$ cat src/hw/rtl/line_edit_key_ring_buffer_macros.svh
// Assertion helpers used by the ring buffer controller.
`ifndef LINE_EDIT_KEY_RING_BUFFER_MACROS_SVH
`define LINE_EDIT_KEY_RING_BUFFER_MACROS_SVH

// Plain property check, sampled on the rising clock edge and disabled in reset.
`define LEKRB_ASSERT(label, clk, rstn, prop, msg) \
    label: assert property (@(posedge clk) disable iff (!rstn) (prop)) else $error(msg);

// Antecedent in this cycle implies the consequent in the next one.
`define LEKRB_ASSERT_NEXT(label, clk, rstn, ante, cons, msg) \
    `LEKRB_ASSERT(label, clk, rstn, (ante) |=> (cons), msg)

`endif

$ cat src/hw/rtl/lekrb_pkg.sv
`default_nettype none

package lekrb_pkg;

    // Field widths of the two channels.
    localparam int KIND_W     = 2;
    localparam int KEY_W      = 8;
    localparam int STATUS_W   = 3;
    localparam int ENTRY_W    = 9;
    localparam int S_TDATA_W  = 8;
    localparam int S_TUSER_W  = 3;
    localparam int M_TDATA_W  = 24;

    // Item kinds.
    localparam logic [KIND_W-1:0] KIND_WRITE  = 2'd0;
    localparam logic [KIND_W-1:0] KIND_READ   = 2'd1;
    localparam logic [KIND_W-1:0] KIND_DELETE = 2'd2;

    // Result status codes.
    localparam logic [STATUS_W-1:0] STAT_OK      = 3'd0;
    localparam logic [STATUS_W-1:0] STAT_FULL    = 3'd1;
    localparam logic [STATUS_W-1:0] STAT_INVALID = 3'd2;
    localparam logic [STATUS_W-1:0] STAT_EMPTY   = 3'd3;
    localparam logic [STATUS_W-1:0] STAT_NODEL   = 3'd4;

    localparam logic [KEY_W-1:0] KEY_NEWLINE = 8'd10;

    // Commands from the controller to the datapath.
    typedef struct packed {
        logic load;    // capture the beat and issue the store read
        logic commit;  // update state and load the result register
    } ctrl_cmd_t;

endpackage

`default_nettype wire

$ cat src/hw/rtl/lekrb_ctrl.sv
`default_nettype none

`include "line_edit_key_ring_buffer_macros.svh"

module lekrb_ctrl (
    input  wire logic                  aclk,
    input  wire logic                  aresetn,
    input  wire logic                  s_tvalid,
    output logic                       s_tready,
    output logic                       m_tvalid,
    input  wire logic                  m_tready,
    output lekrb_pkg::ctrl_cmd_t       cmd
);
    import lekrb_pkg::*;

    typedef enum logic [1:0] {
        S_IDLE = 2'b01,
        S_EXEC = 2'b10
    } state_t;

    state_t state_reg, state_next;
    logic   m_tvalid_reg, m_tvalid_next;
    logic   out_free;

    assign out_free   = !m_tvalid_reg || m_tready;
    assign s_tready   = (state_reg == S_IDLE);
    assign m_tvalid   = m_tvalid_reg;
    assign cmd.load   = s_tvalid && s_tready;
    assign cmd.commit = (state_reg == S_EXEC) && out_free;

    always_comb begin
        state_next = state_reg;
        unique case (state_reg)
            S_IDLE: begin
                if (cmd.load) state_next = S_EXEC;
            end
            S_EXEC: begin
                // The result waits here until the output register can take it.
                if (out_free) state_next = S_IDLE;
            end
            default: state_next = S_IDLE;
        endcase
    end

    always_comb begin
        m_tvalid_next = m_tvalid_reg;
        if (cmd.commit) begin
            m_tvalid_next = 1'b1;
        end else if (m_tready) begin
            m_tvalid_next = 1'b0;
        end
    end

    always_ff @(posedge aclk) begin
        if (!aresetn) begin
            state_reg    <= S_IDLE;
            m_tvalid_reg <= 1'b0;
        end else begin
            state_reg    <= state_next;
            m_tvalid_reg <= m_tvalid_next;
        end
    end

    `LEKRB_ASSERT(a_state_onehot, aclk, aresetn, $onehot(state_reg), "state not one-hot")
    `LEKRB_ASSERT_NEXT(a_load_exec, aclk, aresetn, cmd.load, state_reg == S_EXEC, "load did not start execution")
    `LEKRB_ASSERT_NEXT(a_hold_stalled, aclk, aresetn, (state_reg == S_EXEC) && m_tvalid_reg && !m_tready, state_reg == S_EXEC, "result dropped while output stalled")
    `LEKRB_ASSERT_NEXT(a_commit_out, aclk, aresetn, cmd.commit, m_tvalid_reg && (state_reg == S_IDLE), "commit did not present a result")

endmodule

`default_nettype wire

$ cat src/hw/rtl/lekrb_dp.sv
`default_nettype none

module lekrb_dp #(
    parameter int DEPTH = 256
) (
    input  wire logic                                 aclk,
    input  wire logic                                 aresetn,
    input  wire lekrb_pkg::ctrl_cmd_t                 cmd,
    input  wire logic [lekrb_pkg::KIND_W-1:0]         in_kind,
    input  wire logic                                 in_printable,
    input  wire logic [lekrb_pkg::KEY_W-1:0]          in_key_value,
    output logic [lekrb_pkg::STATUS_W-1:0]            out_status,
    output logic [lekrb_pkg::KEY_W-1:0]               out_read_char,
    output logic                                      out_line_ready,
    output logic [lekrb_pkg::ENTRY_W-1:0]             out_entry_count
);
    import lekrb_pkg::*;

    localparam int AW = $clog2(DEPTH);
    localparam int CW = $clog2(DEPTH);
    localparam logic [AW-1:0] PTR_LAST = AW'(DEPTH - 1);

    logic [KEY_W-1:0] char_store_mem [DEPTH];

    logic [KIND_W-1:0]   kind_reg;
    logic                printable_reg;
    logic [KEY_W-1:0]    key_value_reg;
    logic [KEY_W-1:0]    rd_data_reg;

    logic [AW-1:0] insert_ptr_reg, insert_ptr_next;
    logic [AW-1:0] last_rd_ptr_reg, last_rd_ptr_next;
    logic [CW-1:0] newline_cnt_reg, newline_cnt_next;
    logic [CW-1:0] held_cnt_reg, held_cnt_next;

    logic [STATUS_W-1:0] status_reg, status_next;
    logic [KEY_W-1:0]    read_char_reg, read_char_next;
    logic                line_ready_reg;
    logic [ENTRY_W-1:0]  entry_count_reg;

    logic [AW-1:0] rd_next_ptr, ins_prev_ptr, rd_addr;
    logic          wr_en;

    assign rd_next_ptr  = (last_rd_ptr_reg == PTR_LAST) ? '0 : AW'(last_rd_ptr_reg + 1'b1);
    assign ins_prev_ptr = (insert_ptr_reg == '0) ? PTR_LAST : AW'(insert_ptr_reg - 1'b1);
    // A read looks at the oldest slot, a delete at the newest one.
    assign rd_addr = (in_kind == KIND_READ) ? rd_next_ptr : ins_prev_ptr;

    always_comb begin
        status_next      = STAT_OK;
        read_char_next   = '0;
        insert_ptr_next  = insert_ptr_reg;
        last_rd_ptr_next = last_rd_ptr_reg;
        newline_cnt_next = newline_cnt_reg;
        held_cnt_next    = held_cnt_reg;
        wr_en            = 1'b0;
        unique case (kind_reg)
            KIND_WRITE: begin
                // Fullness is judged before the key type; one slot is kept for a newline.
                priority if (held_cnt_reg >= CW'(DEPTH - 1)) begin
                    status_next = STAT_FULL;
                end else if (held_cnt_reg == CW'(DEPTH - 2) && key_value_reg != KEY_NEWLINE) begin
                    status_next = STAT_FULL;
                end else if (!printable_reg) begin
                    status_next = STAT_INVALID;
                end else begin
                    wr_en           = 1'b1;
                    insert_ptr_next = (insert_ptr_reg == PTR_LAST) ? '0
                                                                   : AW'(insert_ptr_reg + 1'b1);
                    held_cnt_next   = CW'(held_cnt_reg + 1'b1);
                    if (key_value_reg == KEY_NEWLINE) begin
                        newline_cnt_next = CW'(newline_cnt_reg + 1'b1);
                    end
                end
            end
            KIND_READ: begin
                if (held_cnt_reg == '0 || rd_next_ptr == insert_ptr_reg) begin
                    status_next = STAT_EMPTY;
                end else begin
                    read_char_next   = rd_data_reg;
                    last_rd_ptr_next = rd_next_ptr;
                    held_cnt_next    = CW'(held_cnt_reg - 1'b1);
                    if (rd_data_reg == KEY_NEWLINE && newline_cnt_reg != '0) begin
                        newline_cnt_next = CW'(newline_cnt_reg - 1'b1);
                    end
                end
            end
            KIND_DELETE: begin
                // A completed line cannot be edited back into.
                priority if (held_cnt_reg == '0 || ins_prev_ptr == last_rd_ptr_reg) begin
                    status_next = STAT_NODEL;
                end else if (rd_data_reg == KEY_NEWLINE) begin
                    status_next = STAT_NODEL;
                end else begin
                    insert_ptr_next = ins_prev_ptr;
                    held_cnt_next   = CW'(held_cnt_reg - 1'b1);
                end
            end
            default: begin
                status_next = STAT_OK;
            end
        endcase
    end

    always_ff @(posedge aclk) begin
        if (cmd.commit && wr_en) begin
            char_store_mem[insert_ptr_reg] <= key_value_reg;
        end
        if (cmd.load) begin
            rd_data_reg <= char_store_mem[rd_addr];
        end
    end

    always_ff @(posedge aclk) begin
        if (cmd.load) begin
            kind_reg      <= in_kind;
            printable_reg <= in_printable;
            key_value_reg <= in_key_value;
        end
        if (cmd.commit) begin
            status_reg      <= status_next;
            read_char_reg   <= read_char_next;
            line_ready_reg  <= (newline_cnt_next != '0);
            entry_count_reg <= ENTRY_W'(held_cnt_next);
        end
    end

    always_ff @(posedge aclk) begin
        if (!aresetn) begin
            insert_ptr_reg  <= '0;
            last_rd_ptr_reg <= PTR_LAST;
            newline_cnt_reg <= '0;
            held_cnt_reg    <= '0;
        end else if (cmd.commit) begin
            insert_ptr_reg  <= insert_ptr_next;
            last_rd_ptr_reg <= last_rd_ptr_next;
            newline_cnt_reg <= newline_cnt_next;
            held_cnt_reg    <= held_cnt_next;
        end
    end

    assign out_status      = status_reg;
    assign out_read_char   = read_char_reg;
    assign out_line_ready  = line_ready_reg;
    assign out_entry_count = entry_count_reg;

endmodule

`default_nettype wire

$ cat src/hw/rtl/line_edit_key_ring_buffer.sv
// Channel | Dir | Beat contents (lowest bit first)
// s_      | in  | tdata: key_value[7:0]; tuser: kind[1:0], key_printable[2]
// m_      | out | tdata: status[2:0], read_char[10:3], line_ready[11],
//         |     |        entry_count[20:12], zero pad [23:21]
//
// Each beat is first registered while the character store is read, then the
// pointers and counts are updated and the result register is loaded. A new
// beat is not accepted until the last one has been committed.
// A result left waiting on m_ holds the next beat's update until it is taken, but a
// new beat is accepted while it waits. Reset is synchronous, needs no
// clearing pass, and empties the buffer at once.
`default_nettype none

module line_edit_key_ring_buffer #(
    parameter int DEPTH = 256
) (
    input  wire logic                              aclk,
    input  wire logic                              aresetn,
    input  wire logic                              s_tvalid,
    output logic                                   s_tready,
    input  wire logic [lekrb_pkg::S_TDATA_W-1:0]   s_tdata,   // key_value
    input  wire logic [lekrb_pkg::S_TUSER_W-1:0]   s_tuser,   // kind, key_printable
    output logic                                   m_tvalid,
    input  wire logic                              m_tready,
    output logic [lekrb_pkg::M_TDATA_W-1:0]        m_tdata    // status, read_char,
                                                              // line_ready, entry_count
);
    import lekrb_pkg::*;

    ctrl_cmd_t           cmd;
    logic [STATUS_W-1:0] status;
    logic [KEY_W-1:0]    read_char;
    logic                line_ready;
    logic [ENTRY_W-1:0]  entry_count;

    lekrb_ctrl u_ctrl (
        .aclk     (aclk),
        .aresetn  (aresetn),
        .s_tvalid (s_tvalid),
        .s_tready (s_tready),
        .m_tvalid (m_tvalid),
        .m_tready (m_tready),
        .cmd      (cmd)
    );

    lekrb_dp #(
        .DEPTH (DEPTH)
    ) u_dp (
        .aclk            (aclk),
        .aresetn         (aresetn),
        .cmd             (cmd),
        .in_kind         (s_tuser[KIND_W-1:0]),
        .in_printable    (s_tuser[KIND_W]),
        .in_key_value    (s_tdata[KEY_W-1:0]),
        .out_status      (status),
        .out_read_char   (read_char),
        .out_line_ready  (line_ready),
        .out_entry_count (entry_count)
    );

    assign m_tdata = {3'b000, entry_count, line_ready, read_char, status};

endmodule

`default_nettype wire
$ cat config.mk
export PLATFORM = sky130hd
export DESIGN_NAME = line_edit_key_ring_buffer
export DESIGN_NICKNAME = d
export VERILOG_FILES = /design/src/hw/rtl/lekrb_pkg.sv /design/src/hw/rtl/lekrb_ctrl.sv /design/src/hw/rtl/lekrb_dp.sv /design/src/hw/rtl/line_edit_key_ring_buffer.sv
export VERILOG_INCLUDE_DIRS = /design/src /design/src/hw/rtl
export SDC_FILE = /design/constraint.sdc
export NUM_CORES = 2
export LEC_CHECK = 0
export BUFFER_PORTS_ARGS = -buffer_cell sky130_fd_sc_hd__buf_2
export CAP_MARGIN = 20
export CORE_MARGIN = 3
export CORE_UTILIZATION = 35
export DETAILED_ROUTE_END_ITERATION = 16
export SYNTH_ARGS = -nofsm -noshare
export SYNTH_HDL_FRONTEND = slang
export SYNTH_HIERARCHICAL = 1
export SYNTH_SLANG_ARGS = --single-unit
$ cat constraint.sdc
create_clock -name aclk -period 8.1 [get_ports aclk]
set_input_delay 1.215 -clock aclk [delete_from_list [all_inputs] [get_ports aclk]]
set_output_delay 1.215 -clock aclk [all_outputs]
set_load 0.01 [all_outputs]
==> out/qor.yml <==
met3_usage_pct: 3.26
fin_skew_ns: 0.0502
vdd_drop_max_v: 0.000222
drtPass1Iterations: 7
synthArstFlopShare_pct: 0
fillCellCount: 21536
regMostFlops: "u_dp/char_store_mem"
hold_class: "reg2reg"
gp_congestion: 0.883
cp-startpoint: "u_dp/insert_ptr_reg[0]"
cts_hold_buf: 0
cts_tree: "built"
cts_resized: 0
grt_max_degree: 204
clock_path_buffers: 3
finalCritPeriodShare_pct: 72.4
dr_total_vias: 47949
startpoint_type: "register"
drc: 0
drv_cap: 0
crit_path_end_kind: "register"
clock.fmax_ghz: 0.171
ant_nets: 0
ff2ff_path_depth: 11
cts.clk_slew.worst_paths_ns: 0.06
synth_ff_type: "edfxtp_1"
cts.sinks: 2122
post_cts_buffers: 0
drt_iter0_markers: 6273
syn_area_per_cell_um2: 16.4
regToRegSetupSlack_ns: 2.24
area_growth_pct: 12.5
design_area_um2: 95300
rr_startpoint: "u_dp/insert_ptr_reg[0]"
die_h_um: 498
cts-htree-levels: 4
multi_input_area_um2: 19900
dpl.hpwl_mm: 138
cp_max_fo: 44
place_inst: 8138
required_ns: 8.79
r2r_end: "u_dp/rd_data_reg[3]"
port_buffers: 36
synthDistinctLibCells: 94
max-slew-margin-rel_pct: 15.2
numCtsBuffers: 208
cellLeakagePower_uw: 0.0301
busiest_layer: "met2"
outcome: "completed"
rsz0062_at_grt: "no"
layout_min_cycle_time_ns: 5.86
p_total_uw: 23000
yosysMostFrequentCell: "edfxtp_1"
setup_viol: 0
start_util_pct: 35.2
yosysTopAreaCellShare_pct: 73.9
ioPinCount: 41
hold_depth: 2
grt-ovfl-total: 0
nNetsFinal: 5192
core-area_um2: 241000
ff_latch_area_um2: 63400
synth-edff-count: 2087
grt_use_met1_pct: 25.7
use_met2_pct: 28.2
grt_pass1_vias: 46569
tightest_slew_ns: 1.27
grt_usage_pct: 18.2
ys_ff_latch: 2122
largest_register_ffs: 2048
hold_viol_final: 0
netlist_area_um2: 84800
grt_antenna_before_repair: 11
crit_arrival_ns: 6.56
seq_area_frac_synth_pct: 74.8
routedWlPerCell_um: 27.0
synth_area_leaders: "edfxtp_1 (74%), mux4_2 (8.4%), nand2_1 (3.3%)"
hold_slack_ns: 0.523
grt_pass1_wl_mm: 335
drive_gt1_share_pct: 15.2
synth_common_cells: "edfxtp_1 (2087), nand2_1 (739), nand3_1 (388)"
yosysTopAreaCell: "edfxtp_1"
cts_root_buf: "clkbuf_16"
setup_tns_ns: 0
clock_latency_ns: 0.87
die-area_um2: 248000
wl_mm: 230
final_max_slew_viol_count: 0
dpl_cell_area_um2: 88500
fp.dieW_um: 498
path_class: "reg2reg"
vias_per_cell: 5.63
netlist_instances: 5158
layout.cells.non_filler: 8521
endpoint: "u_dp/rd_data_reg[3]"
yosysWarnings: 6
fp-row-count: 180
power_density_nw_per_um2: 241
## kinds of logic after synthesis
family,share of synthesized area (%)
buffers and inverters,1.95
other,0.00886
DFF,74.8
muxes,9.63
and+or+nand+nor,8.72
xor gates and xnor gates,0.300
AOI/OAI and AO/OA,4.44
adders and majority gates,0.177
## cell type report
type	count	area share (%)
Inverter	24	0.0945
Clock inverter	129	1.50
Timing Repair Buffer	129	1.22
Tap cell	3185	4.18
Sequential cell	2122	66.5
Clock buffer	251	5.67
Multi-Input combinational cell	2680	20.9
Antenna cell	1	0.00262
## per-layer routing
layer | vias up | share of wire, %
li1 | 20209 | -
met1 | 24937 | 41
met2 | 2437 | 46
met3 | 366 | 9.4
met4 | 0 | 3.7
met5 | - | 0
## critical path: stages, from the launching register on
cell and delay [ns]:
dfxtp_1 0.47, inv_1 0.23, ha_1 0.38, or3b_4 0.68, o211ai_1 0.49, nand2_4 0.55
nand2_1 0.88, o22ai_1 0.18, o31ai_2 0.84, nand4_1 0.47, nand4b_1 0.35, o31ai_1 0.11
## power by group
| part | total [µW] | leakage (µW) | internal (µW) | switching (µW) |
|---|---|---|---|---|
| registers | 12100 | 0.0190 | 12100 | 21.5 |
| clock network | 9700 | 0.00334 | 5540 | 4160 |
| logic | 1180 | 0.00770 | 346 | 836 |
| total | 23000 | 0.0301 | 18000 | 5010 |
## cell usage in the layout (no fill, tap or decap), drive strengths merged, types with 11 or more instances in the layout
master	instances
mux4	318
a211oi	14
edfxtp	2087
nor3	25
and2	13
o211ai	43
buf	129
a21oi	103
xnor2	21
nand2b	14
dfxtp	35
ha	12
or4	11
nor4	21
or3	13
clkinv	85
a22oi	57
nor2b	11
nor2	320
a31oi	45
and3	30
a221oi	15
clkbuf	251
nand2	740
a32oi	35
nand4	32
inv	35
o21ai	73
o22ai	80
mux2i	100
bufinv	24
nand3	389
o31ai	15
## stage by stage
stage / util (%) / setup slack [ns]
floorplan: - / 2.03
global placement: 36.7 / 1.91
detailed placement: 36.7 / 2.38
CTS: 39.6 / 2.47
global route: 39.6 / 2.20
finish: 39.6 / 2.24
## worst min path at each step
stage | to | from | slack (ns)
detailed placement | u_ctrl/m_tvalid | u_ctrl/m_tvalid | 0.52
CTS | u_dp/printable_reg | s_tuser[2] | 0.48
floorplan | u_ctrl/m_tvalid | u_ctrl/state_reg[1] | 0.49
finish | u_ctrl/m_tvalid | u_ctrl/m_tvalid | 0.52
global route | u_dp/key_value_reg[7] | s_tdata[7] | 0.51
global placement | u_ctrl/m_tvalid | u_ctrl/m_tvalid | 0.50
(Power assumes the default switching activity.)
